==> src/hw/rtl/tts_pkg.sv <==
// Shared types, constants and saturating helper of the tridiagonal solver.
package tts_pkg;

  localparam int DATA_W        = 32;
  localparam int DEF_MAX_ROWS  = 64;
  localparam int DEF_FRAC_BITS = 16;
  localparam int CNT_W         = 7;

  localparam logic [1:0] STAT_OK    = 2'd0;
  localparam logic [1:0] STAT_PIVOT = 2'd1;
  localparam logic [1:0] STAT_FEW   = 2'd2;
  localparam logic [1:0] STAT_CAP   = 2'd3;

  localparam logic signed [DATA_W-1:0] Q_MAX = 32'sh7fff_ffff;
  localparam logic signed [DATA_W-1:0] Q_MIN = 32'sh8000_0000;

  typedef struct packed {
    logic [CNT_W-1:0] rows;
    logic [1:0]       err;
    logic             few;
  } job_t;

  typedef struct packed {
    logic                     start;
    logic signed [DATA_W-1:0] num1;
    logic signed [DATA_W-1:0] num2;
    logic signed [DATA_W-1:0] den;
  } div_req_t;

  typedef struct packed {
    logic                     done;
    logic                     zero;
    logic signed [DATA_W-1:0] q1;
    logic signed [DATA_W-1:0] q2;
  } div_rsp_t;

  typedef struct packed {
    logic lo;
    logic up;
    logic rh;
    logic an;
  } wr_en_t;

  function automatic logic signed [DATA_W-1:0] qsub(input logic signed [DATA_W-1:0] a,
                                                    input logic signed [DATA_W-1:0] b);
    logic [DATA_W:0] s;
    s = {a[DATA_W-1], a} - {b[DATA_W-1], b};
    if (s[DATA_W] != s[DATA_W-1]) begin
      return s[DATA_W] ? Q_MIN : Q_MAX;
    end
    return s[DATA_W-1:0];
  endfunction

endpackage

==> src/hw/rtl/tts_div.sv <==
// Dual-lane radix-4 saturating fixed point divider sharing one denominator.
module tts_div #(
  parameter int FRAC_BITS = tts_pkg::DEF_FRAC_BITS
) (
  input  logic              clk_i,
  input  logic              rst_ni,
  input  tts_pkg::div_req_t req_i,
  output tts_pkg::div_rsp_t rsp_o
);
  import tts_pkg::*;

  localparam int NUM_W = DATA_W + FRAC_BITS + ((DATA_W + FRAC_BITS) % 2);
  localparam int STEPS = NUM_W / 2;
  localparam int CNT_B = $clog2(STEPS + 1);

  localparam logic [1:0] DS_IDLE = 2'd0;
  localparam logic [1:0] DS_PREP = 2'd1;
  localparam logic [1:0] DS_RUN  = 2'd2;
  localparam logic [1:0] DS_FIN  = 2'd3;

  logic [1:0]               state_q;
  logic [CNT_B-1:0]         cnt_q;
  logic                     done_q;
  logic signed [DATA_W-1:0] n1_q, n2_q, den_q, q1_q, q2_q;
  logic [NUM_W-1:0]         a1_q, a2_q, a1_n, a2_n;
  logic [DATA_W-1:0]        r1_q, r2_q, r1_n, r2_n, dm_q;
  logic                     zero_q;

  function automatic logic [DATA_W-1:0] mag(input logic signed [DATA_W-1:0] v);
    return v[DATA_W-1] ? -v : v;
  endfunction

  function automatic logic [NUM_W+DATA_W-1:0] step2(input logic [NUM_W-1:0] a,
                                                    input logic [DATA_W-1:0] r,
                                                    input logic [DATA_W-1:0] d);
    logic [DATA_W:0]   t;
    logic [NUM_W-1:0]  aa;
    logic [DATA_W-1:0] rr;
    aa = a;
    rr = r;
    for (int j = 0; j < 2; j++) begin
      t = {rr, aa[NUM_W-1]};
      if (t >= {1'b0, d}) begin
        t  = t - {1'b0, d};
        aa = {aa[NUM_W-2:0], 1'b1};
      end else begin
        aa = {aa[NUM_W-2:0], 1'b0};
      end
      rr = t[DATA_W-1:0];
    end
    return {aa, rr};
  endfunction

  function automatic logic signed [DATA_W-1:0] fin(input logic [NUM_W-1:0] q,
                                                   input logic signed [DATA_W-1:0] n,
                                                   input logic dz,
                                                   input logic neg);
    if (dz) begin
      if (n == '0) begin
        return '0;
      end
      return n[DATA_W-1] ? Q_MIN : Q_MAX;
    end
    if (neg) begin
      if ((|q[NUM_W-1:DATA_W]) || (q[DATA_W-1] && (|q[DATA_W-2:0]))) begin
        return Q_MIN;
      end
      return -q[DATA_W-1:0];
    end
    if (|q[NUM_W-1:DATA_W-1]) begin
      return Q_MAX;
    end
    return q[DATA_W-1:0];
  endfunction

  assign {a1_n, r1_n} = step2(a1_q, r1_q, dm_q);
  assign {a2_n, r2_n} = step2(a2_q, r2_q, dm_q);

  assign rsp_o = '{done: done_q, zero: zero_q, q1: q1_q, q2: q2_q};

  always_ff @(posedge clk_i or negedge rst_ni) begin
    if (!rst_ni) begin
      state_q <= DS_IDLE;
      cnt_q   <= '0;
      done_q  <= 1'b0;
    end else begin
      done_q <= (state_q == DS_FIN);
      unique case (state_q)
        DS_IDLE: begin
          if (req_i.start) begin
            state_q <= DS_PREP;
          end
        end
        DS_PREP: begin
          cnt_q   <= CNT_B'(STEPS);
          state_q <= DS_RUN;
        end
        DS_RUN: begin
          cnt_q <= cnt_q - CNT_B'(1);
          if (cnt_q == CNT_B'(1)) begin
            state_q <= DS_FIN;
          end
        end
        DS_FIN: begin
          state_q <= DS_IDLE;
        end
        default: state_q <= DS_IDLE;
      endcase
    end
  end

  always_ff @(posedge clk_i) begin
    unique case (state_q)
      DS_IDLE: begin
        if (req_i.start) begin
          n1_q  <= req_i.num1;
          n2_q  <= req_i.num2;
          den_q <= req_i.den;
        end
      end
      DS_PREP: begin
        a1_q <= NUM_W'(mag(n1_q)) << FRAC_BITS;
        a2_q <= NUM_W'(mag(n2_q)) << FRAC_BITS;
        r1_q <= '0;
        r2_q <= '0;
        dm_q <= mag(den_q);
      end
      DS_RUN: begin
        a1_q <= a1_n;
        a2_q <= a2_n;
        r1_q <= r1_n;
        r2_q <= r2_n;
      end
      DS_FIN: begin
        zero_q <= (den_q == '0);
        q1_q   <= fin(a1_q, n1_q, den_q == '0, n1_q[DATA_W-1] ^ den_q[DATA_W-1]);
        q2_q   <= fin(a2_q, n2_q, den_q == '0, n2_q[DATA_W-1] ^ den_q[DATA_W-1]);
      end
      default: ;
    endcase
  end

endmodule

==> config.mk <==
export PLATFORM = sky130hd
export DESIGN_NAME = tts_div
export DESIGN_NICKNAME = d
export VERILOG_FILES = /design/src/hw/rtl/tts_pkg.sv /design/src/hw/rtl/tts_div.sv
export SDC_FILE = /design/constraint.sdc
export NUM_CORES = 1
export LEC_CHECK = 0
export ABC_AREA = 1
export BUFFER_PORTS_ARGS = -buffer_cell sky130_fd_sc_hd__buf_2
export CORE_UTILIZATION = 35
export CTS_CLUSTER_SIZE = 25
export DETAILED_ROUTE_END_ITERATION = 16
export HOLD_SLACK_MARGIN = 0.02
export REMOVE_ABC_BUFFERS = 1
export SLEW_MARGIN = 20
export SYNTH_ARGS = -nofsm -noshare
export SYNTH_HDL_FRONTEND = slang
export SYNTH_SLANG_ARGS = --single-unit
==> constraint.sdc <==
create_clock -name clk_i -period 5.1 [get_ports clk_i]
set_clock_uncertainty 0.05 [all_clocks]
set_input_delay 0 -clock clk_i [delete_from_list [all_inputs] [get_ports clk_i]]
set_output_delay 0 -clock clk_i [all_outputs]
set_load 0.005 [all_outputs]
**After elaboration in Yosys (flattened, before gate mapping)**

Cells that the tools add are included.

- Flip-flop bits (word level): 361
- Bits in latches: 0
- RAM bits: 0
- Bits in read-only memories: 0
- Input bits: 99
- Output and inout port bits: 66
- Word-level logic and storage cells: 125
- Memories: 0

- Add/sub/neg operators: 10
- Multiply operators: 0
- Div/mod/pow operators: 0
- Magnitude comparators: 4
- Equal/unequal tests: 6
- Shifts and indexed selects: 0
- Multiplexer cells: 71
- Bitwise operators: 2
- Reduce and logical (&&, ||, !) cells: 17

Operators with widths:

| cell | count |
|---|---|
| $mux W32 | 28 |
| $pmux W48 S2 | 2 |
| $neg A32 Y32 | 5 |
| $ge A33 B32 Y1 | 4 |
| $pmux W32 S2 | 2 |
| $sub A32 B32 Y32 | 4 |
| $logic_not A32 Y1 | 3 |
| $reduce_or A31 Y1 | 2 |
| $mux W1 | 34 |
| $reduce_or A17 Y1 | 2 |
| $reduce_or A16 Y1 | 2 |
| $mux W31 | 1 |
| $pmux W5 S2 | 1 |
| $pmux W2 S4 | 1 |
| $eq A5 B1 Y1 const B | 1 |
| $sub A5 B1 Y5 const B | 1 |
| $eq A2 B2 Y1 const B | 2 |
| $mux W2 | 2 |
| $ne A2 B2 Y1 const B | 2 |
| $reduce_and A2 Y1 | 2 |
| $eq A2 B1 Y1 const B | 1 |
| $logic_and A1 B1 Y1 | 2 |
| $logic_not A2 Y1 | 1 |
| $logic_or A1 B1 Y1 | 2 |
| other kinds (2) | 3 |

**Logic depth before layout (Yosys ltp)**

Gate-level depths: netlist of the first run.

- Depth after elaboration: 13
- Mapped depth: 33
- Depth with buffers taken out: 31

**Worst setup path before layout of the first run**

OpenSTA, ideal clock, no wires.

- Path kind: register -> register
- From: register state_q[0]
- To: register cnt_q[3]
- Setup time: 0.124 ns
- Data arrival time: 4.944 ns
- Data required time: 4.926 ns
- Setup slack: -0.018 ns
- Stages on the path, launching flop included: 7
- Path buffers: 0
- Clock period less this slack: 5.118 ns
- Path through: dfrtp_1 inv_1 ha_1 inv_1 nor4_1 or2_2 nand3_1

- Longest elaborated chain between the ends: 2
- Elaborated cells between the ends (all ways): 4
- Those cells by class: eq/ne: 2; mux: 1; reduce/logical: 1

RTL lines:

| item | line | RTL |
|---|---|---|
| start: declaration | tts_div.sv:21 | `logic [1:0] state_q;` |
| start signal: assignment | tts_div.sv:83 | `state_q <= DS_IDLE;` |
| start signal: assignment | tts_div.sv:91 | `state_q <= DS_PREP;` |
| start signal: assignment | tts_div.sv:96 | `state_q <= DS_RUN;` |
| $eq A2 B2 Y1 or $eq A2 B1 Y1 (tied branches) | tts_div.sv:88 | `unique case (state_q)` |
| $pmux W5 S2 or $reduce_bool A2 Y1 (tied branches) | n/a |  |
| end signal: assignment | tts_div.sv:95 | `cnt_q <= CNT_B'(STEPS);` |
| end signal: assignment | tts_div.sv:99 | `cnt_q <= cnt_q - CNT_B'(1);` |
| end: declaration | tts_div.sv:22 | `logic [CNT_B-1:0] cnt_q;` |

Parallel ways exist; a longest one is shown, timed or not.
A chain may end at the register's enable or synchronous reset.

**Final worst setup path of the first run**

- From: register dm_q[22]
- To: register r1_q[25], data pin

- Longest elaborated chain between the ends: 5
- Elaborated cells between the ends (all ways): 7
- Those cells by class: add/sub: 2; order compare: 2; mux: 3

RTL lines:

| item | line | RTL |
|---|---|---|
| start: declaration | tts_div.sv:26 | `logic [DATA_W-1:0] r1_q, r2_q, r1_n, r2_n, dm_q;` |
| start signal: assignment | tts_div.sv:126 | `dm_q <= mag(den_q);` |
| $sub A32 B32 Y32 or $ge A33 B32 Y1 (tied branches) | tts_div.sv:44, tts_div.sv:43 |  |
| $mux W32 | tts_div.sv:43 | `if (t >= {1'b0, d}) begin` |
| $sub A32 B32 Y32 or $ge A33 B32 Y1 (tied branches) | tts_div.sv:44, tts_div.sv:43 |  |
| $mux W32 * | tts_div.sv:43 |  |
| $pmux W32 S2 * | tts_div.sv:113 | `unique case (state_q)` |
| end signal: assignment | tts_div.sv:131 | `r1_q <= r1_n;` |
| end: declaration | tts_div.sv:26 |  |

Every way passes the cells marked *; elsewhere a longest branch is shown, timed or not.

==> results of run 1 <==
## worst max-delay path by stage
| stage | to | slack [ns] | startpoint |
|---|---|---|---|
| floorplan | r1_q[10] | -1.10 | state_q[0] |
| global placement | r1_q[11] | 0.15 | r1_q[25] |
| detailed placement | r1_q[13] | 0.15 | r1_q[25] |
| CTS | r1_q[13] | 0.09 | r1_q[25] |
| global route | r2_q[30] | 0.03 | dm_q[20] |
| finish | r1_q[25] | 0.34 | dm_q[22] |
## layout make-up
class / count / area (sq um) / share of cell area
clock buffer: 46 / 1030 / 0.0323
clock inverter: 25 / 342 / 0.0107
timing repair buffer: 365 / 2660 / 0.0830
tap: 1030 / 1290 / 0.0402
multi-input combinational: 2709 / 14300 / 0.447
inverter: 420 / 1580 / 0.0494
sequential: 361 / 10800 / 0.337
## registers in the layout (all words and copies together) (netlist names), 2 cells and up
| name | cells |
|---|---|
| cnt_q | 5 |
| n2_q | 32 |
| q1_q | 32 |
| r2_q | 32 |
| r1_q | 32 |
| den_q | 32 |
| q2_q | 32 |
| a1_q | 48 |
| dm_q | 32 |
| a2_q | 48 |
| n1_q | 32 |
| state_q | 2 |
## cells by family after synthesis
| kind of cell | synth area share |
|---|---|
| flops | 0.400 |
| fa+ha+maj | 0.0678 |
| buf+inv | 0.0728 |
| compound gates | 0.117 |
| simple gates | 0.279 |
| xor+xnor | 0.0639 |
## stage by stage
stage | hold slack (ns) | TNS [ns]
6_report | 0.0783 | 0
5_1_grt | 0.0729 | 0
4_1_cts | 0.0438 | 0
3_5_place_dp | -0.192 | 0
3_3_place_gp | -0.191 | 0
2_1_floorplan | -0.346 | -77.70
## critical path: stages (launching register included)
cell      delay, ns
edfxtp_1       0.37
inv_1          0.14
ha_1           0.30
a21oi_1        0.37
o21bai_1       0.16
a21oi_1        0.16
nand3_1        0.18
nand2_1        0.16
nand2_2        0.09
inv_2          0.10
buf_12         0.22
nand2_1        0.07
o21ai_1        0.11
ha_1           0.31
a21oi_1        0.21
o21ai_0        0.20
a21oi_1        0.22
o21ai_0        0.11
buf_4          0.17
a21oi_1        0.30
o21ai_0        0.13
nand2_1        0.08
nand2_1        0.08
nand3_1        0.09
nand2_1        0.09
## layer usage
layer | track usage | up-vias | wire length [microns]
met5 | 0 | - | 10
met4 | 0.0818 | 2 | 3370
met3 | 0.0249 | 157 | 4710
met2 | 0.361 | 818 | 40100
met1 | 0.304 | 11700 | 39700
li1 | - | 12600 | -
## what timing repair did
item                                    CTS  global route
endpoints found under the setup margin    0            61
setup buffers                             0             1
hold buffers                             99             0
endpoints found under the hold margin   106             0
gates resized for setup                   0             6
## layout by cell type, fill, tap and decap left out, drive strengths merged, types with 2 or more instances in the layout
master,synthesis,final
nand2,1001,1001
o21a,7,7
o31ai,4,4
edfxtp,353,353
nand3,219,219
a21boi,4,4
nor3,63,63
a21o,17,17
buf,25,266
nand3b,9,9
ha,140,140
dfrtp,8,8
nor4,29,29
a31oi,14,14
a22oi,2,2
o211ai,5,5
a21oi,188,188
dlygate4sd3,0,99
o2111ai,3,3
nor2,395,395
and2,6,6
xor2,121,121
fa,4,4
nand4,54,54
o221ai,10,10
a211oi,2,2
bufinv,0,7
clkbuf,63,46
clkinv,3,17
inv,417,420
o21ai,298,298
o21bai,15,15
or2,14,14
xnor2,76,76
==> flow_metrics.py, run 1 <==
metrics = {
    "run_status": {
        "outcome": "finished clean",
    },
    "sta": {
        "worst_pin_slew_ns": 1.14,
        "drv_slew": 0,
        "max_freq_ghz": 0.210,
        "rsz0062_at_grt": "false",
        "setup_violations": 0,
        "final_hold_viol_count": 0,
        "max-slew-margin-rel": 0.237,
        "finalWorstSetupSlack_ns": 0.344,
        "min_period_over_period": 0.932,
        "post-route-min-period_ns": 4.76,
    },
    "logic_synthesis": {
        "synth_area_leaders": "edfxtp_1 39%, nand2_1 14%, ha_1 6.5%, inv_1 5.7%, nor2_1 5.3%",
        "synth_cell_types": 59,
        "yosysTopAreaCell": "edfxtp_1",
        "synth_top_cell_area_share": 0.392,
        "yosys-top-cells-count": "996 x nand2_1, 411 x inv_1, 378 x nor2_1",
        "yosysSeqAreaShare": 0.400,
        "synthArstFlopShare": 0.0222,
        "netlist_instances": 3578,
        "synth_seq_cells": 361,
        "synth_area_sq_mm": 0.0270,
        "synth_flop_cell": "edfxtp_1",
        "yosysMostFrequentCell": "nand2_1",
        "syn_avg_cell_area_sq_um": 7.55,
        "synth_edf_count": 353,
        "ys_warn_count": 0,
    },
    "layout": {
        "postLayoutCellArea_sq_mm": 0.0320,
        "postLayoutCoreUtil": 0.420,
        "nFillCells": 7715,
        "drive_gt1_frac": 0.103,
        "syn2layout_area_growth_pct": 18.5,
        "fin_nets": 4139,
        "fin_cells": 4956,
        "n_antenna_cell": 0,
    },
    "cts": {
        "cts_root_buffer": "clkbuf_16",
        "clk_pin_slew_ns": 0.06,
        "worstSkewPairLatency_ns": 0.58,
        "cts_buffer_depth": 3,
        "cts_num_sinks": 361,
        "numCtsBuffers": 39,
        "cts_tree": "built",
        "htree_levels": 2,
    },
    "critical_path": {
        "required_ns": 5.37,
        "reg2reg_depth": 24,
        "worstReg2RegStart": "dm_q[22]",
        "crit_arrival_ns": 5.02,
        "start_kind": "flop",
        "reg2reg_to": "r1_q[25]",
        "crit_path_max_fanout": 38,
        "crit_type": "reg2reg",
        "ff2ff_setup_slack_ns": 0.34,
        "critPathCaptureType": "flop",
    },
    "floorplanning": {
        "fp.dieH_microns": 280,
        "die-area_sq_mm": 0.0783,
        "std_cell_rows": 101,
        "ios": 165,
        "coreArea_sq_mm": 0.0762,
        "start_util": 0.355,
        "die_w_microns": 280,
    },
    "placement": {
        "port_buffers": 164,
        "dp_hpwl_microns": 68100,
        "dp_slack_ns": 0.149,
        "dp.cells": 4785,
        "dpl-instance-area_sq_mm": 0.0296,
        "gp_congestion": 0.964,
    },
    "route": {
        "dr.first_iter.drc_count": 1950,
        "ant_nets": 0,
        "wl_microns": 87900,
        "via_per_inst": 5.10,
        "dr.pass1.iters": 6,
        "vias": 25300,
        "wl_per_cell_microns": 17.7,
        "drc_errors": 0,
    },
    "global_routing": {
        "grt_pass1_wl_microns": 136000,
        "grt_antenna_before_repair": 1,
        "grt_max_degree": 165,
        "grt.total_usage": 0.222,
        "grt_pass1_vias": 23900,
        "grt_remaining_overflow": 0,
    },
    "worst_hold_path": {
        "whs_path_depth": 2,
        "hold_start": "req_i[56]",
        "hold_path_class": "in2reg",
        "hold_path_end": "n2_q[24]",
    },
    "job": {
        "max-cap-violations": 0,
    },
}
Power of run 1 is not shown: default switching activity piles up to over one toggle a cycle in this logic, so the estimate is an artifact.
==> inputs of run 2 (changes only) <==
--- a/config.mk
+++ b/config.mk
@@ -6,10 +6,11 @@
 export NUM_CORES = 1
 export LEC_CHECK = 0
 export ABC_AREA = 1
-export BUFFER_PORTS_ARGS = -buffer_cell sky130_fd_sc_hd__buf_2
+export CAP_MARGIN = 0
 export CORE_UTILIZATION = 35
 export CTS_CLUSTER_SIZE = 25
 export DETAILED_ROUTE_END_ITERATION = 16
+export DONT_BUFFER_PORTS = 1
 export HOLD_SLACK_MARGIN = 0.02
 export REMOVE_ABC_BUFFERS = 1
 export SLEW_MARGIN = 20
==> flow_metrics.py, run 2 (synthesis results as in run 1) <==
metrics = {
    "global_routing": {
        "grt_pass1_wl_microns": 140000,
        "grt_remaining_overflow": 0,
        "grt.total_usage": 0.230,
        "grt_antenna_before_repair": 0,
        "grt_pass1_vias": 24200,
        "grt_max_degree": 105,
    },
    "floorplanning": {
        "die-area_sq_mm": 0.0783,
        "std_cell_rows": 101,
        "start_util": 0.355,
        "die_w_microns": 280,
        "coreArea_sq_mm": 0.0762,
        "ios": 165,
        "fp.dieH_microns": 280,
    },
    "cts": {
        "cts_num_sinks": 361,
        "numCtsBuffers": 40,
        "htree_levels": 2,
        "cts_buffer_depth": 3,
        "cts_tree": "built",
        "clk_pin_slew_ns": 0.07,
        "worstSkewPairLatency_ns": 0.57,
        "cts_root_buffer": "clkbuf_16",
    },
    "placement": {
        "port_buffers": 0,
        "dp_hpwl_microns": 70800,
        "gp_congestion": 1.01,
    },
    "layout": {
        "regArea_sq_mm": 0.0108,
        "drive_gt1_frac": 0.0725,
        "n_antenna_cell": 0,
        "multi_input_area_sq_mm": 0.0144,
        "reg_top3": "a1_q x48, a2_q x48",
        "final_cell_mix": "996 x nand2_1, 407 x inv_1, 376 x nor2_1",
        "fin_nets": 4090,
        "final_common_cell": "nand2_1",
        "nFillCells": 7718,
        "syn2layout_area_growth_pct": 19.5,
    },
    "run_status": {
        "outcome": "finished clean",
    },
    "worst_hold_path": {
        "hold_path_class": "in2reg",
    },
    "route": {
        "dr.pass1.iters": 7,
        "dr_wl_met3_microns": 4980,
        "wl_microns": 91400,
        "via_per_inst": 5.12,
        "drt-met1-wl_microns": 41000,
        "vias": 25100,
        "wl_per_cell_microns": 18.6,
        "highest_layer": "met4",
        "drc_errors": 0,
        "ant_nets": 0,
        "dr.first_iter.drc_count": 2055,
        "route.met2.wl_microns": 41800,
    },
    "critical_path": {
        "crit_top_cell": "nand2_1",
        "cpLargestDelayFamily": "simple AND/OR/NAND/NOR gates",
        "crit_type": "reg2reg",
        "critPathCaptureType": "flop",
        "slowest_delay_ns": 0.47,
        "crit_path_max_fanout": 43,
        "critPathSlowestCell": "o21ai_0",
        "worst-path-buf-inv": 6,
        "crit_arrival_ns": 5.08,
        "required_ns": 5.37,
        "crit_chain": "inv_1 -> buf_4 -> ha_1 -> nand2_1 -> nor2_1 -> nand2_1 -> nor2_1 -> nand3_1 -> nand4_2 -> inv_2 -> buf_12 -> o21ai_0 -> ha_1 -> nand2_1 -> nor2_1 -> nand2_1 -> nor3_1 -> a31o_2 -> nor2_4 -> nand3_4 -> buf_4 -> buf_12 -> nand3_1 -> nand2_1",
        "start_kind": "flop",
    },
    "sta": {
        "rsz0062_at_grt": "false",
        "whs_ns": 0.0242,
        "post-route-min-period_ns": 4.81,
        "max_freq_ghz": 0.208,
        "min_period_over_period": 0.942,
        "worst_pin_slew_ns": 1.05,
        "setup_violations": 0,
        "drv_slew": 0,
        "final_hold_viol_count": 0,
        "max-slew-margin-rel": 0.293,
    },
    "job": {
        "max-cap-violations": 0,
    },
}
## run 2: layout make-up
type	count	share of cell area
clock buffers	46	0.0317
flip-flops and latches	361	0.335
repair buffers	313	0.0911
clock inverters	26	0.00841
inverters	420	0.0489
well taps	1030	0.0399
multi-input cells	2711	0.445
## run 2: timing repair
action                                 4_1_cts  5_1_grt
resized for setup                            0       20
setup endpoints to repair                    0       63
endpoints found under the hold margin      114        1
buffers inserted                             0        2
hold buffers                               182        1
## run 2: worst paths after layout
check                          start  slack [ns]        to  cells after the start
setup / recovery            dm_q[15]        0.29  r2_q[28]                     24
hold / removal             req_i[94]        0.02  n1_q[30]                      1
setup reg to reg            dm_q[15]        0.29  r2_q[28]                     24
hold reg to reg             cnt_q[4]        0.44  cnt_q[4]                      2
max in group asynchronous     rst_ni        4.44  cnt_q[1]                      2
min in group asynchronous     rst_ni        0.28    done_q                      2
## run 2: layer usage
metal,vias to the layer above,track usage
met3,157,0.0259
met2,779,0.377
met1,11700,0.311
met5,-,0
li1,12500,-
met4,0,0.0859
## run 2: stage by stage
stage	setup WS, ns	std cells	setup TNS, ns	utilization	area, sq um
after floorplan	-1.10	3490	-77.70	-	26600
after global placement	-0.0802	4647	-1.42	0.381	29000
after detailed placement	0.183	4647	0	0.381	29000
after CTS	0.120	4901	0	0.422	32100
after global routing	0.00187	4907	0	0.424	32300
final	0.294	4907	0	0.424	32300
## run 2: worst reg2reg max path, stage by stage, from the launching register on
cell      delay [ns]
edfxtp_1        0.40
inv_1           0.08
buf_4           0.16
ha_1            0.35
nand2_1         0.12
nor2_1          0.24
nand2_1         0.10
nor2_1          0.15
nand3_1         0.11
nand4_2         0.12
inv_2           0.05
buf_12          0.16
o21ai_0         0.50
ha_1            0.40
nand2_1         0.16
nor2_1          0.08
nand2_1         0.10
nor3_1          0.06
a31o_2          0.27
nor2_4          0.15
nand3_4         0.14
buf_4           0.21
buf_12          0.17
nand3_1         0.13
nand2_1         0.07
Power of run 2 is left out for the same reason.
==> inputs of run 3 (changes only) <==
--- a/config.mk
+++ b/config.mk
@@ -8,6 +8,7 @@
 export ABC_AREA = 1
 export CAP_MARGIN = 0
 export CORE_UTILIZATION = 35
+export CTS_BUF_LIST = sky130_fd_sc_hd__clkbuf_2 sky130_fd_sc_hd__clkbuf_4 sky130_fd_sc_hd__clkbuf_8
 export CTS_CLUSTER_SIZE = 25
 export DETAILED_ROUTE_END_ITERATION = 16
 export DONT_BUFFER_PORTS = 1
==> flow_metrics.py, run 3 (synthesis results as in run 1) <==
metrics = {
    "layout": {
        "syn2layout_area_growth_pct": 19.9,
        "final_common_cell": "nand2_1",
        "postLayoutCellArea_sq_mm": 0.0324,
        "reg_top3": "a1_q x48, a2_q x48",
        "drive_gt1_frac": 0.0813,
        "nFillCells": 7683,
        "fin_nets": 4121,
        "final_cell_mix": "996 x nand2_1, 406 x inv_1, 377 x nor2_1",
    },
    "worst_hold_path": {
        "hold_path_class": "in2async",
    },
    "sta": {
        "rsz0062_at_grt": "false",
        "setup_violations": 0,
        "min_period_over_period": 0.942,
        "max_freq_ghz": 0.208,
        "worst_pin_slew_ns": 1.08,
        "final_hold_viol_count": 0,
        "post-route-min-period_ns": 4.80,
        "setup_tns_ns": 0,
        "drv_slew": 0,
        "finalWorstSetupSlack_ns": 0.297,
        "max-slew-margin-rel": 0.281,
    },
    "floorplanning": {
        "fp.dieH_microns": 280,
        "ios": 165,
        "die_w_microns": 280,
        "coreArea_sq_mm": 0.0762,
        "die-area_sq_mm": 0.0783,
        "std_cell_rows": 101,
        "start_util": 0.355,
    },
    "critical_path": {
        "crit_path_max_fanout": 43,
        "critPathCaptureType": "flop",
        "start_kind": "flop",
        "critPathSlowestCell": "o21ai_0",
        "slowest_delay_ns": 0.41,
        "crit_chain": "inv_1 -> buf_4 -> ha_1 -> nand2_1 -> nor2_1 -> nand2_1 -> nor2_1 -> nand3_1 -> nand4_2 -> inv_2 -> buf_12 -> o21ai_0 -> ha_1 -> a21o_1 -> a31oi_1 -> o21ai_0 -> a21oi_1 -> nand2_1 -> nand2_1 -> nand3_4 -> buf_4 -> buf_12 -> nand3_1 -> nand2_1",
        "required_ns": 5.47,
        "crit_arrival_ns": 5.18,
        "crit_top_cell": "nand2_1",
        "crit_type": "reg2reg",
    },
    "global_routing": {
        "grt_pass1_wl_microns": 140000,
        "grt.total_usage": 0.231,
        "grt_max_degree": 105,
        "grt_antenna_before_repair": 1,
        "grt_pass1_vias": 24300,
        "top_usage_layer": "met2",
        "grt_use_met3": 0.0246,
        "grt_remaining_overflow": 0,
        "gr-usage-met2": 0.380,
        "use_met1": 0.313,
    },
    "cts": {
        "cts_tree": "built",
        "worstSkewPairLatency_ns": 0.68,
        "cts_root_buffer": "clkbuf_8",
        "htree_levels": 2,
        "cts_buffer_depth": 3,
        "cts_num_sinks": 361,
        "clk_pin_slew_ns": 0.07,
        "numCtsBuffers": 59,
    },
    "placement": {
        "dp_hpwl_microns": 70800,
        "dpl-instance-area_sq_mm": 0.0290,
        "gp_congestion": 1.01,
        "port_buffers": 0,
        "dp_slack_ns": 0.183,
    },
    "route": {
        "vias": 25400,
        "wl_microns": 92300,
        "wl_per_cell_microns": 18.6,
        "dr.pass1.iters": 6,
        "drc_errors": 0,
        "via_per_inst": 5.13,
        "ant_nets": 0,
        "dr.first_iter.drc_count": 1964,
    },
    "job": {
        "max-cap-violations": 0,
    },
    "run_status": {
        "outcome": "finished clean",
    },
}
==> run 3: changes by cell type in the layout (fill, tap and decap cells not counted), moves of 3 or more <==
cell	delta
clkbuf_16	-40
clkbuf_1	-6
clkbuf_8	+61
bufinv_16	+3
clkinv_1	+3
clkbuf_4	+18
clkinv_2	+7
dlygate4sd3_1	+12
clkinvlp_4	-5
==> run 3: metrics by stage <==
stage / hold WS [ns] / utilization / std cells
4_1_cts: 0.144 / 0.423 / 4950
3_5_place_dp: -0.345 / 0.381 / 4647
2_1_floorplan: -0.346 / - / 3490
6_report: 0.165 / 0.425 / 4956
5_1_grt: 0.191 / 0.425 / 4956
3_3_place_gp: -0.345 / 0.381 / 4647
==> run 3: what timing repair did <==
item	4_1_cts	5_1_grt
gates resized for setup	0	20
hold buffers	195	0
setup endpoints to repair	0	64
hold endpoints to repair	153	0
buffers inserted	0	2
==> run 3: routing by layer <==
metal / wire, microns / part of all wire
met3: 5180 / 0.056
met1: 41200 / 0.45
met2: 42400 / 0.46
met5: 0 / 0
met4: 3470 / 0.038
==> run 3: layout make-up <==
type	instances	area [sq um]	area share
Inverter	420	1580	0.0487
Tap cell	1030	1290	0.0398
Antenna cell	1	2.50	0.0000772
Clock buffer	79	975	0.0301
Timing Repair Buffer	325	3060	0.0944
Multi-Input combinational cell	2711	14400	0.444
Sequential cell	361	10800	0.333
Clock inverter	29	319	0.00985
==> run 3: critical path, delay by kind of cell, from the launching register on <==
kind | cells | cell delay [ns]
DFF | 1 | 0.40
AOI/OAI and AO/OA | 5 | 1.08
and+or+nand+nor | 11 | 1.45
adders and majority gates | 2 | 0.72
buffers and inverters | 6 | 0.83
==> run 3: final timing paths <==
check	start	endpoint	slack (ns)	depth (start not counted)
worst min-delay path	rst_ni	done_q	0.17	2
min in group clk_i	req_i[96]	state_q[1]	0.18	4
worst max register to register	dm_q[15]	r2_q[28]	0.30	24
worst max-delay path	dm_q[15]	r2_q[28]	0.30	24
max in group asynchronous	rst_ni	cnt_q[1]	4.56	2
worst min register to register	cnt_q[4]	cnt_q[4]	0.44	2
Power of run 3 is left out for the same reason.
