**config.mk**
```make
export PLATFORM = sky130hd
export DESIGN_NAME = tts_queue
export DESIGN_NICKNAME = d
export VERILOG_FILES = /design/src/hw/rtl/tts_pkg.sv /design/src/hw/rtl/tts_queue.sv
export SDC_FILE = /design/constraint.sdc
export NUM_CORES = 1
export LEC_CHECK = 0
export BUFFER_PORTS_ARGS = -buffer_cell sky130_fd_sc_hd__buf_4
export CAP_MARGIN = 25
export CORE_UTILIZATION = 35
export CTS_BUF_LIST = sky130_fd_sc_hd__clkbuf_2 sky130_fd_sc_hd__clkbuf_4 sky130_fd_sc_hd__clkbuf_8
export DETAILED_ROUTE_END_ITERATION = 6
export GPL_TIMING_DRIVEN = 0
export PLACE_DENSITY = 0.59
export SLEW_MARGIN = 20
export SYNTH_ARGS = -nofsm -noshare
export SYNTH_HDL_FRONTEND = slang
export SYNTH_SLANG_ARGS = --single-unit
```
**constraint.sdc**
```tcl
create_clock -name clk_i -period 1.3 [get_ports clk_i]
set_input_delay 0.065 -clock clk_i [delete_from_list [all_inputs] [get_ports clk_i]]
set_output_delay 0.065 -clock clk_i [all_outputs]
set_load 0.02 [all_outputs]
```
**src/hw/rtl/tts_pkg.sv**
```systemverilog
// Shared types, constants and saturating helper of the tridiagonal solver.
package tts_pkg;

  localparam int DATA_W        = 32;
  localparam int DEF_MAX_ROWS  = 64;
  localparam int DEF_FRAC_BITS = 16;
  localparam int CNT_W         = 7;

  localparam logic [1:0] STAT_OK    = 2'd0;
  localparam logic [1:0] STAT_PIVOT = 2'd1;
  localparam logic [1:0] STAT_FEW   = 2'd2;
  localparam logic [1:0] STAT_CAP   = 2'd3;

  localparam logic signed [DATA_W-1:0] Q_MAX = 32'sh7fff_ffff;
  localparam logic signed [DATA_W-1:0] Q_MIN = 32'sh8000_0000;

  typedef struct packed {
    logic [CNT_W-1:0] rows;
    logic [1:0]       err;
    logic             few;
  } job_t;

  typedef struct packed {
    logic                     start;
    logic signed [DATA_W-1:0] num1;
    logic signed [DATA_W-1:0] num2;
    logic signed [DATA_W-1:0] den;
  } div_req_t;

  typedef struct packed {
    logic                     done;
    logic                     zero;
    logic signed [DATA_W-1:0] q1;
    logic signed [DATA_W-1:0] q2;
  } div_rsp_t;

  typedef struct packed {
    logic lo;
    logic up;
    logic rh;
    logic an;
  } wr_en_t;

  function automatic logic signed [DATA_W-1:0] qsub(input logic signed [DATA_W-1:0] a,
                                                    input logic signed [DATA_W-1:0] b);
    logic [DATA_W:0] s;
    s = {a[DATA_W-1], a} - {b[DATA_W-1], b};
    if (s[DATA_W] != s[DATA_W-1]) begin
      return s[DATA_W] ? Q_MIN : Q_MAX;
    end
    return s[DATA_W-1:0];
  endfunction

endpackage

```
**src/hw/rtl/tts_queue.sv**
```systemverilog
// Two-entry job queue between intake and solver.
module tts_queue (
  input  logic          clk_i,
  input  logic          rst_ni,
  input  logic          push_i,
  input  tts_pkg::job_t job_i,
  input  logic          pop_i,
  output tts_pkg::job_t job_o,
  output logic          empty_o,
  output logic          full_o
);
  import tts_pkg::*;

  job_t       mem_q [2];
  logic       wp_q, rp_q;
  logic [1:0] cnt_q;
  logic       do_push, do_pop;

  assign empty_o = (cnt_q == 2'd0);
  assign full_o  = (cnt_q == 2'd2);
  assign do_push = push_i & ~full_o;
  assign do_pop  = pop_i & ~empty_o;
  assign job_o   = mem_q[rp_q];

  always_ff @(posedge clk_i or negedge rst_ni) begin
    if (!rst_ni) begin
      wp_q  <= 1'b0;
      rp_q  <= 1'b0;
      cnt_q <= 2'd0;
    end else begin
      if (do_push) begin
        wp_q <= ~wp_q;
      end
      if (do_pop) begin
        rp_q <= ~rp_q;
      end
      cnt_q <= cnt_q + 2'(do_push) - 2'(do_pop);
    end
  end

  always_ff @(posedge clk_i) begin
    if (do_push) begin
      mem_q[wp_q] <= job_i;
    end
  end

endmodule

```
**Yosys cells after proc, flatten, opt, wreduce, memory -nomap -nowiden**

Memory sizes are Yosys's and may differ from the RTL's.
Cells that the tools add are included.

- Memories: 1
- Flip-flop bits (word level): 4
- Bits in writable memories: 20
- Input port bits: 14
- Output and inout port bits: 12
- Word-level logic and storage cells: 16

- Bitwise gates (word level): 6
- Eq/ne operators: 1
- $add $sub $neg: 2
- Reduce and logical (&&, ||, !) cells: 1
- Multiplexer cells: 2

Memories:

| name | depth | width | read ports | clocked after memory_dff | wr ports | RTL line | text |
|---|---|---|---|---|---|---|---|
| mem_q | 2 | 10 | 1 | 0 | 1 | tts_queue.sv:14 | `job_t mem_q [2];` |

Operator list:

| kind | count |
|---|---|
| 1-bit inverter | 4 |
| 2-bit by 1-bit adder with 2-bit output | 1 |
| 1-bit AND | 2 |
| 2-bit == test (second input constant) | 1 |
| 2-bit logical NOT | 1 |
| 1-bit 2-to-1 mux | 2 |
| 2-bit by 1-bit subtractor with 2-bit output | 1 |

**Depth between registers and ports, before layout**

Gate-level depths: netlist (run 1).

- Depth in word-level cells: 5
- Depth in mapped cells: 7
- Gate-level depth less buffers: 7

**Worst setup path after synthesis (run 1)**

No wires, ideal clock.

- Path type: register to register
- Start: register cnt_q[1]
- End: register cnt_q[1]
- Arrival time: 1.572 ns
- Stages on the path, launching flop included: 8
- Period minus slack after synthesis: 1.694 ns
- Required time: 1.177 ns
- Buffers on the path: 0
- Setup slack: -0.394 ns
- Library setup time: 0.123 ns
- Path through: dfrtp_1 -> nor2_1 -> nor2b_2 -> ha_1 -> inv_1 -> ha_1 -> xnor2_1 -> xnor2_1

- Elaborated cells between the ends (all ways): 8
- Classes of those cells: 2 x add/sub; 1 x eq/ne; 4 x bitwise; 1 x reduce/logical

RTL lines:

| what | RTL line | text |
|---|---|---|
| from (decl) | tts_queue.sv:16 | `logic [1:0] cnt_q;` |
| from (signal assigned) | tts_queue.sv:37 | `cnt_q <= cnt_q + 2'(do_push) - 2'(do_pop);` |
| 2-bit logical NOT | tts_queue.sv:19 | `assign empty_o = (cnt_q == 2'd0);` |
| via empty_o | tts_queue.sv:9 | `output logic empty_o,` |
| 1-bit inverter | tts_queue.sv:22 | `assign do_pop = pop_i & ~empty_o;` |
| 1-bit AND | tts_queue.sv:22 |  |
| via do_pop | tts_queue.sv:17 | `logic do_push, do_pop;` |
| 2-bit by 1-bit subtractor with 2-bit output | tts_queue.sv:37 |  |

The timed path passes the listed nets, and every way through them passes these cells.
A chain may end at the register's enable or synchronous reset.

**Worst setup path in the final report (run 1)**

- Start: register cnt_q[1]
- End: register cnt_q[1]

- Elaborated cells between the ends (all ways): 8
- Classes of those cells: 2 x add/sub; 1 x eq/ne; 4 x bitwise; 1 x reduce/logical

RTL lines:

| what | RTL line |
|---|---|
| 2-bit logical NOT | tts_queue.sv:19 |
| 1-bit inverter | tts_queue.sv:22 |
| 1-bit AND | tts_queue.sv:22 |
| via do_pop | tts_queue.sv:17 |
| 2-bit by 1-bit subtractor with 2-bit output | tts_queue.sv:37 |

The timed path passes the listed nets, and every way through them passes these cells.

==> impl_metrics.xml, run 1 <==
<?xml version="1.0" encoding="UTF-8"?>
<metrics>
  <group name="place">
    <metric name="dp_hpwl" unit="um">901.9</metric>
    <metric name="portBuffers" unit="">25</metric>
    <metric name="placement.cell_area" unit="um2">1160</metric>
    <metric name="dp_cells" unit="">104</metric>
    <metric name="globalplace.congestion" unit="">0.7018</metric>
  </group>
  <group name="synth">
    <metric name="synth_seq_cells" unit="">24</metric>
    <metric name="avgSynthCellArea" unit="um2">18.87</metric>
    <metric name="synthCells" unit="">49</metric>
    <metric name="synthesized_net_count" unit="">65</metric>
    <metric name="post_synthesis_instance_area" unit="um2">924.6</metric>
    <metric name="sequential_to_total_area_share_from_yosys_stat" unit="">0.7578</metric>
    <metric name="ys_types" unit="">13</metric>
    <metric name="yosys_warnings" unit="">0</metric>
  </group>
  <group name="sta">
    <metric name="hold_violations" unit="">0</metric>
    <metric name="period_share" unit="">1.194</metric>
    <metric name="setup_viol_count_final" unit="">13</metric>
    <metric name="slew_violations" unit="">0</metric>
    <metric name="fmaxAchievable" unit="MHz">644.2</metric>
    <metric name="final.setup.tns" unit="ns">-1.389</metric>
    <metric name="slew_headroom" unit="">0.8875</metric>
    <metric name="final_period_minus_worst_setup_slack" unit="ns">1.552</metric>
    <metric name="final_worst_setup_slack" unit="ns">-0.2523</metric>
    <metric name="rsz0062_at_grt" unit="">true</metric>
    <metric name="clock-skew-final" unit="ns">0.005179</metric>
    <metric name="worst_pin_slew" unit="ns">0.1688</metric>
  </group>
  <group name="routing">
    <metric name="drt-initial-drc-count" unit="">0</metric>
    <metric name="post_drt_antenna_nets" unit="">0</metric>
    <metric name="drcViolationCount" unit="">0</metric>
    <metric name="via_count" unit="">573</metric>
    <metric name="drtPass1Iterations" unit="">1</metric>
    <metric name="vias_per_cell" unit="">4.374</metric>
    <metric name="routed_wire_length_per_instance" unit="um">13.53</metric>
    <metric name="routed_wl" unit="um">1773</metric>
  </group>
  <group name="clock_tree">
    <metric name="cts.sinks" unit="">24</metric>
    <metric name="path_clk_slew" unit="ns">0.12</metric>
    <metric name="ctsRootBufferMaster" unit="">sky130_fd_sc_hd__clkbuf_4</metric>
    <metric name="clk-insertion-delay-late" unit="ns">0.31</metric>
    <metric name="ctsLongestPathBuffers" unit="">2</metric>
    <metric name="tritoncts.num_buffers" unit="">3</metric>
    <metric name="cts_htree_levels" unit="">1</metric>
    <metric name="cts_tree" unit="">built</metric>
  </group>
  <group name="worst_setup_path">
    <metric name="crit_family" unit="">flip-flops</metric>
    <metric name="worst-endpoint-required" unit="ns">1.51</metric>
    <metric name="path_cells" unit="">buf_6 &gt; nor2_4 &gt; nor2b_4 &gt; ha_4 &gt; inv_2 &gt; ha_4 &gt; xnor2_2 &gt; xnor2_1</metric>
    <metric name="slowest_stage" unit="">sky130_fd_sc_hd__dfrtp_1</metric>
    <metric name="worst-path-buf-inv" unit="">2</metric>
    <metric name="start_kind" unit="">flip-flop</metric>
    <metric name="path_class" unit="">reg -&gt; reg</metric>
    <metric name="worst_path_most_repeated_cell" unit="">sky130_fd_sc_hd__ha_4</metric>
    <metric name="worstPathArrival" unit="ns">1.76</metric>
    <metric name="worst_setup_path_end_kind" unit="">flip-flop</metric>
    <metric name="critical_path.max_fanout" unit="">2</metric>
    <metric name="critPathMaxStageDelay" unit="ns">0.42</metric>
    <metric name="rrSetupSlack" unit="ns">-0.25</metric>
  </group>
  <group name="final_layout">
    <metric name="final_area" unit="um2">1565</metric>
    <metric name="synthToLayoutAreaGrowth" unit="%">69.28</metric>
    <metric name="antenna_cells_inserted" unit="">0</metric>
    <metric name="drive_above_1_share" unit="">0.6040</metric>
    <metric name="nets" unit="">118</metric>
    <metric name="layoutNonFillerInstCount" unit="">131</metric>
    <metric name="num-fill-cells" unit="">197</metric>
  </group>
  <group name="run_status">
    <metric name="violations" unit="">setup timing</metric>
    <metric name="run_status" unit="">finished, violations left</metric>
  </group>
  <group name="job">
    <metric name="cap_violations" unit="">0</metric>
  </group>
  <group name="worst_hold_path">
    <metric name="min_path_type" unit="">in -&gt; async</metric>
  </group>
  <group name="floorplan">
    <metric name="fp.dieArea" unit="um2">2852</metric>
    <metric name="floorplan.io_pins" unit="">26</metric>
    <metric name="die_width" unit="um">53.40</metric>
    <metric name="num_rows" unit="">18</metric>
    <metric name="core_area" unit="um2">2477</metric>
    <metric name="die_height" unit="um">53.40</metric>
    <metric name="starting_density_of_the_core" unit="">0.3732</metric>
  </group>
  <group name="pwr">
    <metric name="power_density" unit="nW/um2">2284</metric>
    <metric name="total_chip_power" unit="mW">3.575</metric>
    <metric name="leakagePower" unit="nW">0.6592</metric>
    <metric name="worst_ir_drop_vdd" unit="mV">1.365</metric>
  </group>
  <group name="global_route">
    <metric name="pin_count_of_the_biggest_net_entering_global_routing" unit="">15</metric>
    <metric name="grt_pass1_vias" unit="">578</metric>
    <metric name="grt_use_total" unit="">0.1424</metric>
    <metric name="antenna_found_initial" unit="">0</metric>
    <metric name="grt_total_ovfl" unit="">0</metric>
    <metric name="grt_first_pass_wirelength" unit="um">2642</metric>
  </group>
</metrics>
==> where the power goes <==
| part | leakage [nW] | total (mW) | switching, mW | internal, mW |
|---|---|---|---|---|
| sequential | 0.232 | 1.17 | 0.0950 | 1.07 |
| combinational | 0.399 | 1.88 | 0.795 | 1.09 |
| clock | 0.0279 | 0.529 | 0.218 | 0.312 |
| total | 0.659 | 3.57 | 1.11 | 2.47 |
==> layout make-up <==
cell class,instances,area [um2],share of cell area
Clock buffer,3,22.52,0.01439
Clock inverter,1,30.03,0.01918
Sequential cell,24,700.7,0.4476
Buffer,1,11.26,0.007194
Timing Repair Buffer,48,452.9,0.2894
Inverter,2,7.507,0.004796
Tap cell,30,37.54,0.02398
Multi-Input combinational cell,22,302.8,0.1934
==> metrics by stage <==
step,hold slack [ns],utilization,worst slack [ns]
floorplan,-0.2306,-,-0.1952
global placement,-0.1342,0.4682,-0.2616
detailed placement,-0.1345,0.4682,-0.3213
CTS,0.05307,0.6101,-0.2089
global route,0.09622,0.6318,-0.3164
finish,0.1035,0.6318,-0.2523
==> layout by cell type (no fill, tap or decap), drive strengths merged <==
cell type	count
and3	1
buf	38
bufinv	1
clkbuf	3
dfrtp	4
dlygate4sd3	11
edfxtp	20
ha	2
inv	2
mux2	10
nand2	1
nand2b	1
nor2	2
nor2b	1
xnor2	3
xor2	1
==> flip-flops by register name, summed over array words and instances, names as in the netlist <==
name / flops
mem_q: 20
cnt_q: 2
rp_q: 1
wp_q: 1
==> layer usage <==
layer	vias up	wire, um	global-route usage
met5	-	0	0
met4	0	44	0.07895
met3	4	60	0.02586
met2	15	960	0.2333
met1	272	707	0.1743
li1	282	-	-
==> logic make-up after synthesis <==
logic type / after synthesis / synth area share
flip-flops: 24 / 0.7578
AND/OR/NAND/NOR: 6 / 0.03519
XOR/XNOR: 4 / 0.03790
multiplexers: 10 / 0.1218
adder cells (fa/ha/maj): 2 / 0.02706
buffers and inverters: 3 / 0.02030
==> synthesized netlist by cell type <==
| cell | instances | area share |
|---|---|---|
| sky130_fd_sc_hd__nor2b_2 | 1 | 0.0095 |
| sky130_fd_sc_hd__mux2_2 | 10 | 0.12 |
| sky130_fd_sc_hd__buf_6 | 1 | 0.012 |
| sky130_fd_sc_hd__nor2_1 | 2 | 0.0081 |
| sky130_fd_sc_hd__nand2_1 | 1 | 0.0041 |
| sky130_fd_sc_hd__xor2_1 | 1 | 0.0095 |
| sky130_fd_sc_hd__dfrtp_1 | 4 | 0.11 |
| sky130_fd_sc_hd__edfxtp_1 | 20 | 0.65 |
| sky130_fd_sc_hd__ha_1 | 2 | 0.027 |
| sky130_fd_sc_hd__nand2b_1 | 1 | 0.0068 |
| sky130_fd_sc_hd__and3_1 | 1 | 0.0068 |
| sky130_fd_sc_hd__inv_1 | 2 | 0.0081 |
| sky130_fd_sc_hd__xnor2_1 | 3 | 0.028 |
==> repair_timing <==
| item | 4_1_cts | 5_1_grt |
|---|---|---|
| gates resized for setup | 31 | 4 |
| endpoints found under the setup margin | 31 | 24 |
| hold buffers | 11 | 0 |
| hold endpoints to repair | 24 | 0 |
| pin swaps | 2 | 5 |
| buffers inserted | 9 | 2 |
| gates cloned | 1 | 0 |
==> worst paths after layout <==
path	startpoint	endpoint	cells past startpoint
hold reg to reg	wp_q	wp_q	1
hold / removal	rst_ni	cnt_q[1]	2
setup / recovery	cnt_q[1]	cnt_q[1]	8
min in group clk_i	push_i	wp_q	3
setup reg to reg	cnt_q[1]	cnt_q[1]	8
max in group asynchronous	rst_ni	cnt_q[0]	2
Note: power is estimated with default switching activity, not from simulation.
==> run 2: changes to the inputs <==
Settings changed: ABC_AREA from default to 1, GPL_TIMING_DRIVEN 0 to default, PLACE_DENSITY 0.59 to 0.58.
==> run 2 against run 1 <==
The flow still finishes with violations (setup timing); non-clock buffer count fell by 2; synthesized cell count rose by 76%; fmax grew 18%; worst setup slack improved by 0.23 ns; power grew 1.3%; critical path type unchanged; critical endpoint unchanged; largest power group unchanged; highest routed layer unchanged.
==> impl_metrics.xml, run 2 <==
<?xml version="1.0" encoding="UTF-8"?>
<metrics>
  <group name="routing">
    <metric name="drtPass1Iterations" unit="">4</metric>
    <metric name="vias_per_cell" unit="">4.464</metric>
    <metric name="via_count" unit="">741</metric>
    <metric name="post_drt_antenna_nets" unit="">0</metric>
    <metric name="routed_wl" unit="um">1884</metric>
    <metric name="drt-initial-drc-count" unit="">5</metric>
    <metric name="drcViolationCount" unit="">0</metric>
    <metric name="routed_wire_length_per_instance" unit="um">11.35</metric>
  </group>
  <group name="pwr">
    <metric name="power.switching_fraction" unit="">0.3654</metric>
    <metric name="p_int" unit="mW">2.299</metric>
    <metric name="worst_ir_drop_vdd" unit="mV">1.264</metric>
    <metric name="comb_power_share" unit="">0.521</metric>
    <metric name="clock_power_share" unit="">0.147</metric>
    <metric name="power_density" unit="nW/um2">2250</metric>
    <metric name="switchingPower" unit="mW">1.324</metric>
    <metric name="sequentialPowerShare" unit="">0.332</metric>
    <metric name="leakagePower" unit="nW">0.7224</metric>
  </group>
  <group name="synth">
    <metric name="synthesized_net_count" unit="">102</metric>
    <metric name="sequential_to_total_area_share_from_yosys_stat" unit="">0.7235</metric>
    <metric name="yosys_warnings" unit="">0</metric>
    <metric name="synth_async_sr_flop_share" unit="">0.1667</metric>
    <metric name="post_synthesis_instance_area" unit="um2">968.4</metric>
    <metric name="netlist_top_cells_area" unit="">sky130_fd_sc_hd__edfxtp_1 62%, sky130_fd_sc_hd__nand2_1 16%, sky130_fd_sc_hd__dfrtp_1 10%</metric>
    <metric name="synth_seq_cells" unit="">24</metric>
    <metric name="synthCells" unit="">86</metric>
    <metric name="yosysMostFrequentCell" unit="">sky130_fd_sc_hd__nand2_1</metric>
    <metric name="avgSynthCellArea" unit="um2">11.26</metric>
    <metric name="synth_flop_cell" unit="">sky130_fd_sc_hd__edfxtp_1</metric>
    <metric name="synth.top_cells.by_count" unit="">42 x sky130_fd_sc_hd__nand2_1, 20 x sky130_fd_sc_hd__edfxtp_1, 10 x sky130_fd_sc_hd__inv_1</metric>
    <metric name="synth_top_cell_area_share" unit="">0.6202</metric>
    <metric name="synth_enable_flop_cells" unit="">20</metric>
    <metric name="ys_types" unit="">11</metric>
    <metric name="netlist.top_cell.by_area" unit="">sky130_fd_sc_hd__edfxtp_1</metric>
  </group>
  <group name="sta">
    <metric name="slew_violations" unit="">0</metric>
    <metric name="fmaxAchievable" unit="MHz">757.2</metric>
    <metric name="hold_violations" unit="">0</metric>
    <metric name="final_period_minus_worst_setup_slack" unit="ns">1.321</metric>
    <metric name="final.setup.tns" unit="ns">-0.02074</metric>
    <metric name="final_worst_setup_slack" unit="ns">-0.02074</metric>
    <metric name="period_share" unit="">1.016</metric>
    <metric name="clock-skew-final" unit="ns">0.008394</metric>
    <metric name="setup_viol_count_final" unit="">1</metric>
    <metric name="rsz0062_at_grt" unit="">true</metric>
    <metric name="slew_headroom" unit="">0.8563</metric>
    <metric name="worst_pin_slew" unit="ns">0.2155</metric>
  </group>
  <group name="floorplan">
    <metric name="die_height" unit="um">54.60</metric>
    <metric name="floorplan.io_pins" unit="">26</metric>
    <metric name="starting_density_of_the_core" unit="">0.3805</metric>
    <metric name="fp.dieArea" unit="um2">2981</metric>
    <metric name="die_width" unit="um">54.60</metric>
    <metric name="core_area" unit="um2">2545</metric>
    <metric name="num_rows" unit="">18</metric>
  </group>
  <group name="final_layout">
    <metric name="max_flop_register" unit="">mem_q</metric>
    <metric name="largest_registers" unit="">mem_q: 20 flops, cnt_q: 2 flops</metric>
    <metric name="seqCellArea" unit="um2">701.9</metric>
    <metric name="mostFrequentLayoutCells" unit="">22 x sky130_fd_sc_hd__nand2_2, 20 x sky130_fd_sc_hd__nand2_1, 20 x sky130_fd_sc_hd__edfxtp_1, 19 x sky130_fd_sc_hd__buf_4, 14 x sky130_fd_sc_hd__buf_6</metric>
    <metric name="layoutNonFillerInstCount" unit="">166</metric>
    <metric name="synthToLayoutAreaGrowth" unit="%">66.28</metric>
    <metric name="nets" unit="">153</metric>
    <metric name="antenna_cells_inserted" unit="">0</metric>
    <metric name="largest_register_ff_count" unit="">20</metric>
    <metric name="num-fill-cells" unit="">201</metric>
    <metric name="multi_input_area" unit="um2">305.3</metric>
    <metric name="drive_above_1_share" unit="">0.5441</metric>
    <metric name="layout.cells.most_common" unit="">sky130_fd_sc_hd__nand2_2</metric>
  </group>
  <group name="job">
    <metric name="cap_violations" unit="">0</metric>
  </group>
  <group name="worst_setup_path">
    <metric name="logic_depth_of_the_worst_path_buffers_included" unit="">9</metric>
    <metric name="worst_path_most_repeated_cell" unit="">sky130_fd_sc_hd__inv_2</metric>
    <metric name="worstSetupEndpoint" unit="">cnt_q[1]</metric>
    <metric name="start_kind" unit="">flip-flop</metric>
    <metric name="critical_path.max_fanout" unit="">2</metric>
    <metric name="crit_family" unit="">flip-flops</metric>
    <metric name="worst_setup_path_end_kind" unit="">flip-flop</metric>
    <metric name="reg_to_reg_critical_path_endpoint" unit="">cnt_q[1]</metric>
    <metric name="timing.critical_path.from" unit="">cnt_q[0]</metric>
    <metric name="worstPathArrival" unit="ns">1.54</metric>
    <metric name="rrSetupSlack" unit="ns">-0.02</metric>
    <metric name="reg2regPathDepth" unit="">9</metric>
    <metric name="path_cells" unit="">inv_2 &gt; nand2_2 &gt; nand2_2 &gt; inv_2 &gt; ha_4 &gt; inv_2 &gt; ha_4 &gt; nand3_2 &gt; nand2_1</metric>
    <metric name="slowest_stage" unit="">sky130_fd_sc_hd__dfrtp_1</metric>
    <metric name="critPathMaxStageDelay" unit="ns">0.44</metric>
    <metric name="critical_path.reg2reg.startpoint" unit="">cnt_q[0]</metric>
    <metric name="path_class" unit="">reg -&gt; reg</metric>
    <metric name="worst-endpoint-required" unit="ns">1.52</metric>
    <metric name="worst-path-buf-inv" unit="">3</metric>
  </group>
  <group name="place">
    <metric name="dp_cells" unit="">144</metric>
    <metric name="portBuffers" unit="">25</metric>
    <metric name="globalplace.congestion" unit="">0.6325</metric>
    <metric name="dp_hpwl" unit="um">1155</metric>
  </group>
  <group name="clock_tree">
    <metric name="tritoncts.num_buffers" unit="">3</metric>
    <metric name="cts_tree" unit="">built</metric>
    <metric name="cts_htree_levels" unit="">1</metric>
    <metric name="ctsRootBufferMaster" unit="">sky130_fd_sc_hd__clkbuf_4</metric>
    <metric name="cts.sinks" unit="">24</metric>
    <metric name="path_clk_slew" unit="ns">0.12</metric>
    <metric name="clk-insertion-delay-late" unit="ns">0.32</metric>
    <metric name="ctsLongestPathBuffers" unit="">2</metric>
  </group>
  <group name="global_route">
    <metric name="pin_count_of_the_biggest_net_entering_global_routing" unit="">15</metric>
    <metric name="antenna_found_initial" unit="">0</metric>
    <metric name="grt_use_total" unit="">0.1264</metric>
    <metric name="grt_pass1_vias" unit="">606</metric>
    <metric name="grt_first_pass_wirelength" unit="um">2539</metric>
    <metric name="grt_total_ovfl" unit="">0</metric>
  </group>
  <group name="run_status">
    <metric name="run_status" unit="">finished, violations left</metric>
    <metric name="violations" unit="">setup timing</metric>
  </group>
  <group name="worst_hold_path">
    <metric name="min_path_type" unit="">in -&gt; reg</metric>
  </group>
</metrics>
[run 2: cell types whose count changed after synthesis, moves of 3 or more]
| cell | delta |
|---|---|
| sky130_fd_sc_hd__nand3_1 | +3 |
| sky130_fd_sc_hd__nand2_1 | +41 |
| sky130_fd_sc_hd__xnor2_1 | -3 |
| sky130_fd_sc_hd__mux2_2 | -10 |
| sky130_fd_sc_hd__inv_1 | +8 |
[run 2: worst min-delay path by stage]
stage,depth (start not counted),end,start
2_1_floorplan,0,cnt_q[0],rst_ni
3_3_place_gp,1,cnt_q[0],rst_ni
3_5_place_dp,1,cnt_q[1],rst_ni
4_1_cts,3,wp_q,push_i
5_1_grt,3,wp_q,push_i
6_report,3,wp_q,push_i
[run 2: cells by family after synthesis]
group	share of synthesized area
simple gates	0.1886
flops	0.7235
buf+inv	0.06202
fa+ha+maj	0.02584
[run 2: layout make-up]
cell class / instances / area share
tap: 30 / 0.02331
clock buffer: 3 / 0.01399
sequential: 24 / 0.4359
multi-input combinational: 49 / 0.1896
inverter: 11 / 0.02875
timing repair inverter: 1 / 0.003885
clock inverter: 1 / 0.01865
timing repair buffer: 47 / 0.2859
[run 2: worst register-to-register path, delay by kind of cell (launching register included)]
| family | cells | cell delay (ns) |
|---|---|---|
| buf+inv | 3 | 0.16 |
| flops | 1 | 0.44 |
| simple gates | 4 | 0.23 |
| fa+ha+maj | 2 | 0.40 |
[run 2: per-layer routing]
metal / GRT usage / wire length [um]
met1: 0.1658 / 855
met2: 0.1888 / 934
met3: 0.02778 / 70
met4: 0.07692 / 23
met5: 0 / 0
[run 2: timing repair]
action / 4_1_cts / 5_1_grt
endpoints found under the hold margin: 25 / 0
gates resized for setup: 3 / 49
gates cloned: 0 / 1
setup endpoints to repair: 15 / 23
setup buffers: 2 / 3
hold buffers: 12 / 0
pin swaps: 0 / 13
[run 2: metrics by stage]
| stage | total power, mW | hold WS [ns] | utilization | setup WS [ns] | instance area, um2 |
|---|---|---|---|---|---|
| 5_1_grt | 3.867 | 0.04553 | 0.6327 | -0.1126 | 1610 |
| 2_1_floorplan | 1.933 | -0.2306 | - | 0.001462 | 970.9 |
| 4_1_cts | 3.139 | 0.02564 | 0.5639 | -0.08169 | 1435 |
| 3_5_place_dp | 2.511 | -0.1337 | 0.4872 | -0.04923 | 1240 |
| 3_3_place_gp | 2.483 | -0.1336 | 0.4872 | -0.007672 | 1240 |
| 6_report | 3.623 | 0.02473 | 0.6327 | -0.02074 | 1610 |
[run 2: power by group through the flow]
stage	combinational (mW)	sequential, mW	clock (mW)
floorplan	0.796	1.14	0
global placement	1.32	1.16	0
detailed placement	1.35	1.17	0
CTS	1.44	1.15	0.546
global route	2.08	1.22	0.570
finish	1.89	1.20	0.532
==> run 3: changes to the inputs <==
Settings changed: ABC_AREA 1 to default, PLACE_DENSITY 0.58 to 0.59.
==> run 3 against run 2 <==
Power shrank 5.8%; fmax shrank 8.9%; register-to-register slack lost 0.13 ns; the run still ends with setup timing left; clock skew shrank 0.0079 ns; critical path depth shrank 2; die area shrank 4.3%; sequential share of layout area grew 1.2 points; global-route usage grew 1.5 points; hold slack gained 0.072 ns.
==> impl_metrics.xml, run 3 (same netlist as run 1, synthesis figures left out) <==
<?xml version="1.0" encoding="UTF-8"?>
<metrics>
  <group name="run_status">
    <metric name="run_status" unit="">finished, violations left</metric>
    <metric name="violations" unit="">setup timing</metric>
  </group>
  <group name="routing">
    <metric name="routed_wire_length_per_instance" unit="um">12.74</metric>
    <metric name="drcViolationCount" unit="">0</metric>
    <metric name="vias_per_cell" unit="">4.429</metric>
    <metric name="routed_wl" unit="um">1694</metric>
    <metric name="post_drt_antenna_nets" unit="">0</metric>
    <metric name="drtPass1Iterations" unit="">3</metric>
    <metric name="via_count" unit="">589</metric>
    <metric name="drt-initial-drc-count" unit="">6</metric>
  </group>
  <group name="place">
    <metric name="place_ws" unit="ns">-0.2119</metric>
    <metric name="dp_hpwl" unit="um">1045</metric>
    <metric name="globalplace.congestion" unit="">0.7612</metric>
    <metric name="portBuffers" unit="">25</metric>
  </group>
  <group name="worst_setup_path">
    <metric name="reg2regPathDepth" unit="">7</metric>
    <metric name="worst-endpoint-required" unit="ns">1.50</metric>
    <metric name="worstPathArrival" unit="ns">1.64</metric>
    <metric name="critical_path.reg2reg.startpoint" unit="">cnt_q[1]</metric>
    <metric name="path_class" unit="">reg -&gt; reg</metric>
    <metric name="rrSetupSlack" unit="ns">-0.15</metric>
    <metric name="reg_to_reg_critical_path_endpoint" unit="">cnt_q[1]</metric>
    <metric name="critical_path.max_fanout" unit="">3</metric>
    <metric name="worst_setup_path_end_kind" unit="">flip-flop</metric>
    <metric name="start_kind" unit="">flip-flop</metric>
  </group>
  <group name="global_route">
    <metric name="antenna_found_initial" unit="">0</metric>
    <metric name="grt_pass1_vias" unit="">609</metric>
    <metric name="grt_first_pass_wirelength" unit="um">2697</metric>
    <metric name="pin_count_of_the_biggest_net_entering_global_routing" unit="">14</metric>
    <metric name="grt_total_ovfl" unit="">0</metric>
    <metric name="grt_use_total" unit="">0.1416</metric>
  </group>
  <group name="pwr">
    <metric name="power_density" unit="nW/um2">2176</metric>
    <metric name="total_chip_power" unit="mW">3.412</metric>
    <metric name="comb_power_share" unit="">0.556</metric>
    <metric name="switchingPower" unit="mW">1.090</metric>
    <metric name="p_int" unit="mW">2.322</metric>
    <metric name="sequentialPowerShare" unit="">0.346</metric>
    <metric name="leakagePower" unit="nW">0.6609</metric>
    <metric name="power.switching_fraction" unit="">0.3195</metric>
    <metric name="worst_ir_drop_vdd" unit="mV">1.473</metric>
    <metric name="clock_power_share" unit="">0.098</metric>
  </group>
  <group name="clock_tree">
    <metric name="path_clk_slew" unit="ns">0.12</metric>
    <metric name="ctsRootBufferMaster" unit="">sky130_fd_sc_hd__clkbuf_4</metric>
    <metric name="clk-insertion-delay-late" unit="ns">0.29</metric>
    <metric name="cts_tree" unit="">built</metric>
    <metric name="cts.sinks" unit="">24</metric>
    <metric name="cts_htree_levels" unit="">1</metric>
    <metric name="tritoncts.num_buffers" unit="">3</metric>
    <metric name="ctsLongestPathBuffers" unit="">2</metric>
  </group>
  <group name="worst_hold_path">
    <metric name="min_path_type" unit="">in -&gt; async</metric>
  </group>
  <group name="final_layout">
    <metric name="layout.cells.most_common" unit="">sky130_fd_sc_hd__buf_4</metric>
    <metric name="largest_register_ff_count" unit="">20</metric>
    <metric name="finalCoreUtilization" unit="">0.6328</metric>
    <metric name="mostFrequentLayoutCells" unit="">21 x sky130_fd_sc_hd__buf_4, 20 x sky130_fd_sc_hd__edfxtp_1, 18 x sky130_fd_sc_hd__buf_6, 11 x sky130_fd_sc_hd__dlygate4sd3_1, 10 x sky130_fd_sc_hd__mux2_4</metric>
    <metric name="nets" unit="">120</metric>
    <metric name="drive_above_1_share" unit="">0.6408</metric>
    <metric name="antenna_cells_inserted" unit="">0</metric>
    <metric name="max_flop_register" unit="">mem_q</metric>
    <metric name="synthToLayoutAreaGrowth" unit="%">69.55</metric>
    <metric name="largest_registers" unit="">mem_q: 20 flops, cnt_q: 2 flops</metric>
  </group>
  <group name="sta">
    <metric name="setup_viol_count_final" unit="">12</metric>
    <metric name="hold_violations" unit="">0</metric>
    <metric name="period_share" unit="">1.115</metric>
    <metric name="final_period_minus_worst_setup_slack" unit="ns">1.449</metric>
    <metric name="fmaxAchievable" unit="MHz">690.1</metric>
    <metric name="slew_violations" unit="">0</metric>
    <metric name="slew_headroom" unit="">0.8784</metric>
    <metric name="rsz0062_at_grt" unit="">true</metric>
    <metric name="whs" unit="ns">0.09705</metric>
    <metric name="final_worst_setup_slack" unit="ns">-0.1491</metric>
    <metric name="clock-skew-final" unit="ns">0.0004953</metric>
    <metric name="final.setup.tns" unit="ns">-0.7513</metric>
    <metric name="worst_pin_slew" unit="ns">0.1815</metric>
  </group>
  <group name="floorplan">
    <metric name="core_area" unit="um2">2477</metric>
    <metric name="die_height" unit="um">53.40</metric>
    <metric name="num_rows" unit="">18</metric>
    <metric name="starting_density_of_the_core" unit="">0.3732</metric>
    <metric name="die_width" unit="um">53.40</metric>
    <metric name="fp.dieArea" unit="um2">2852</metric>
    <metric name="floorplan.io_pins" unit="">26</metric>
  </group>
  <group name="job">
    <metric name="cap_violations" unit="">0</metric>
  </group>
</metrics>
## run 3: area by class of cell
| class | instances | area, um2 |
|---|---|---|
| multi-input combinational | 23 | 317.8 |
| clock buffer | 4 | 30.03 |
| fill | 190 | 909.6 |
| timing repair buffer | 50 | 470.5 |
| tap | 30 | 37.54 |
| sequential | 24 | 701.9 |
| inverter | 2 | 10.01 |
## run 3: how the worst max path moves through the flow
stage               startpoint       end  slack (ns)  cells past startpoint
floorplan             cnt_q[0]  cnt_q[1]       -0.20                      7
global placement      cnt_q[0]  cnt_q[1]       -0.16                      7
detailed placement    cnt_q[0]  cnt_q[1]       -0.21                      7
CTS                   cnt_q[1]  cnt_q[1]       -0.14                      7
global route          cnt_q[1]  cnt_q[1]       -0.20                      7
finish                cnt_q[1]  cnt_q[1]       -0.15                      7
## run 3: power groups by stage
stage / registers (mW) / clock network, mW / logic [mW]
floorplan: 1.17 / 0 / 0.746
global placement: 1.16 / 0 / 1.27
detailed placement: 1.17 / 0 / 1.28
CTS: 1.18 / 0.350 / 1.82
global route: 1.20 / 0.382 / 2.03
finish: 1.18 / 0.334 / 1.90
## run 3: what timing repair did
action	CTS	global route
pin swaps	5	4
setup buffers	4	1
hold buffers	11	0
setup endpoints to repair	32	33
endpoints found under the hold margin	24	0
cloned	0	1
gates resized for setup	37	5
## run 3: through the flow
| stage | cell area [um2] | cells |
|---|---|---|
| 2_1_floorplan | 934.6 | 49 |
| 3_3_place_gp | 1216 | 112 |
| 3_5_place_dp | 1216 | 112 |
| 4_1_cts | 1535 | 131 |
| 5_1_grt | 1568 | 133 |
| 6_report | 1568 | 133 |
## run 3: per-layer routing
metal | part of all wire | routed length, um | track usage
met1 | 0.41 | 697 | 0.1593
met2 | 0.55 | 930 | 0.2479
met3 | 0.029 | 49 | 0.02586
met4 | 0.010 | 17 | 0.07895
met5 | 0 | 0 | 0
## run 3: critical path, cell delays in order, from the launching register on
cell                      delay [ns]
sky130_fd_sc_hd__dfrtp_2        0.47
sky130_fd_sc_hd__nor2_4         0.13
sky130_fd_sc_hd__nor2b_2        0.07
sky130_fd_sc_hd__ha_4           0.26
sky130_fd_sc_hd__inv_2          0.04
sky130_fd_sc_hd__ha_4           0.15
sky130_fd_sc_hd__xnor2_2        0.13
sky130_fd_sc_hd__xnor2_1        0.12
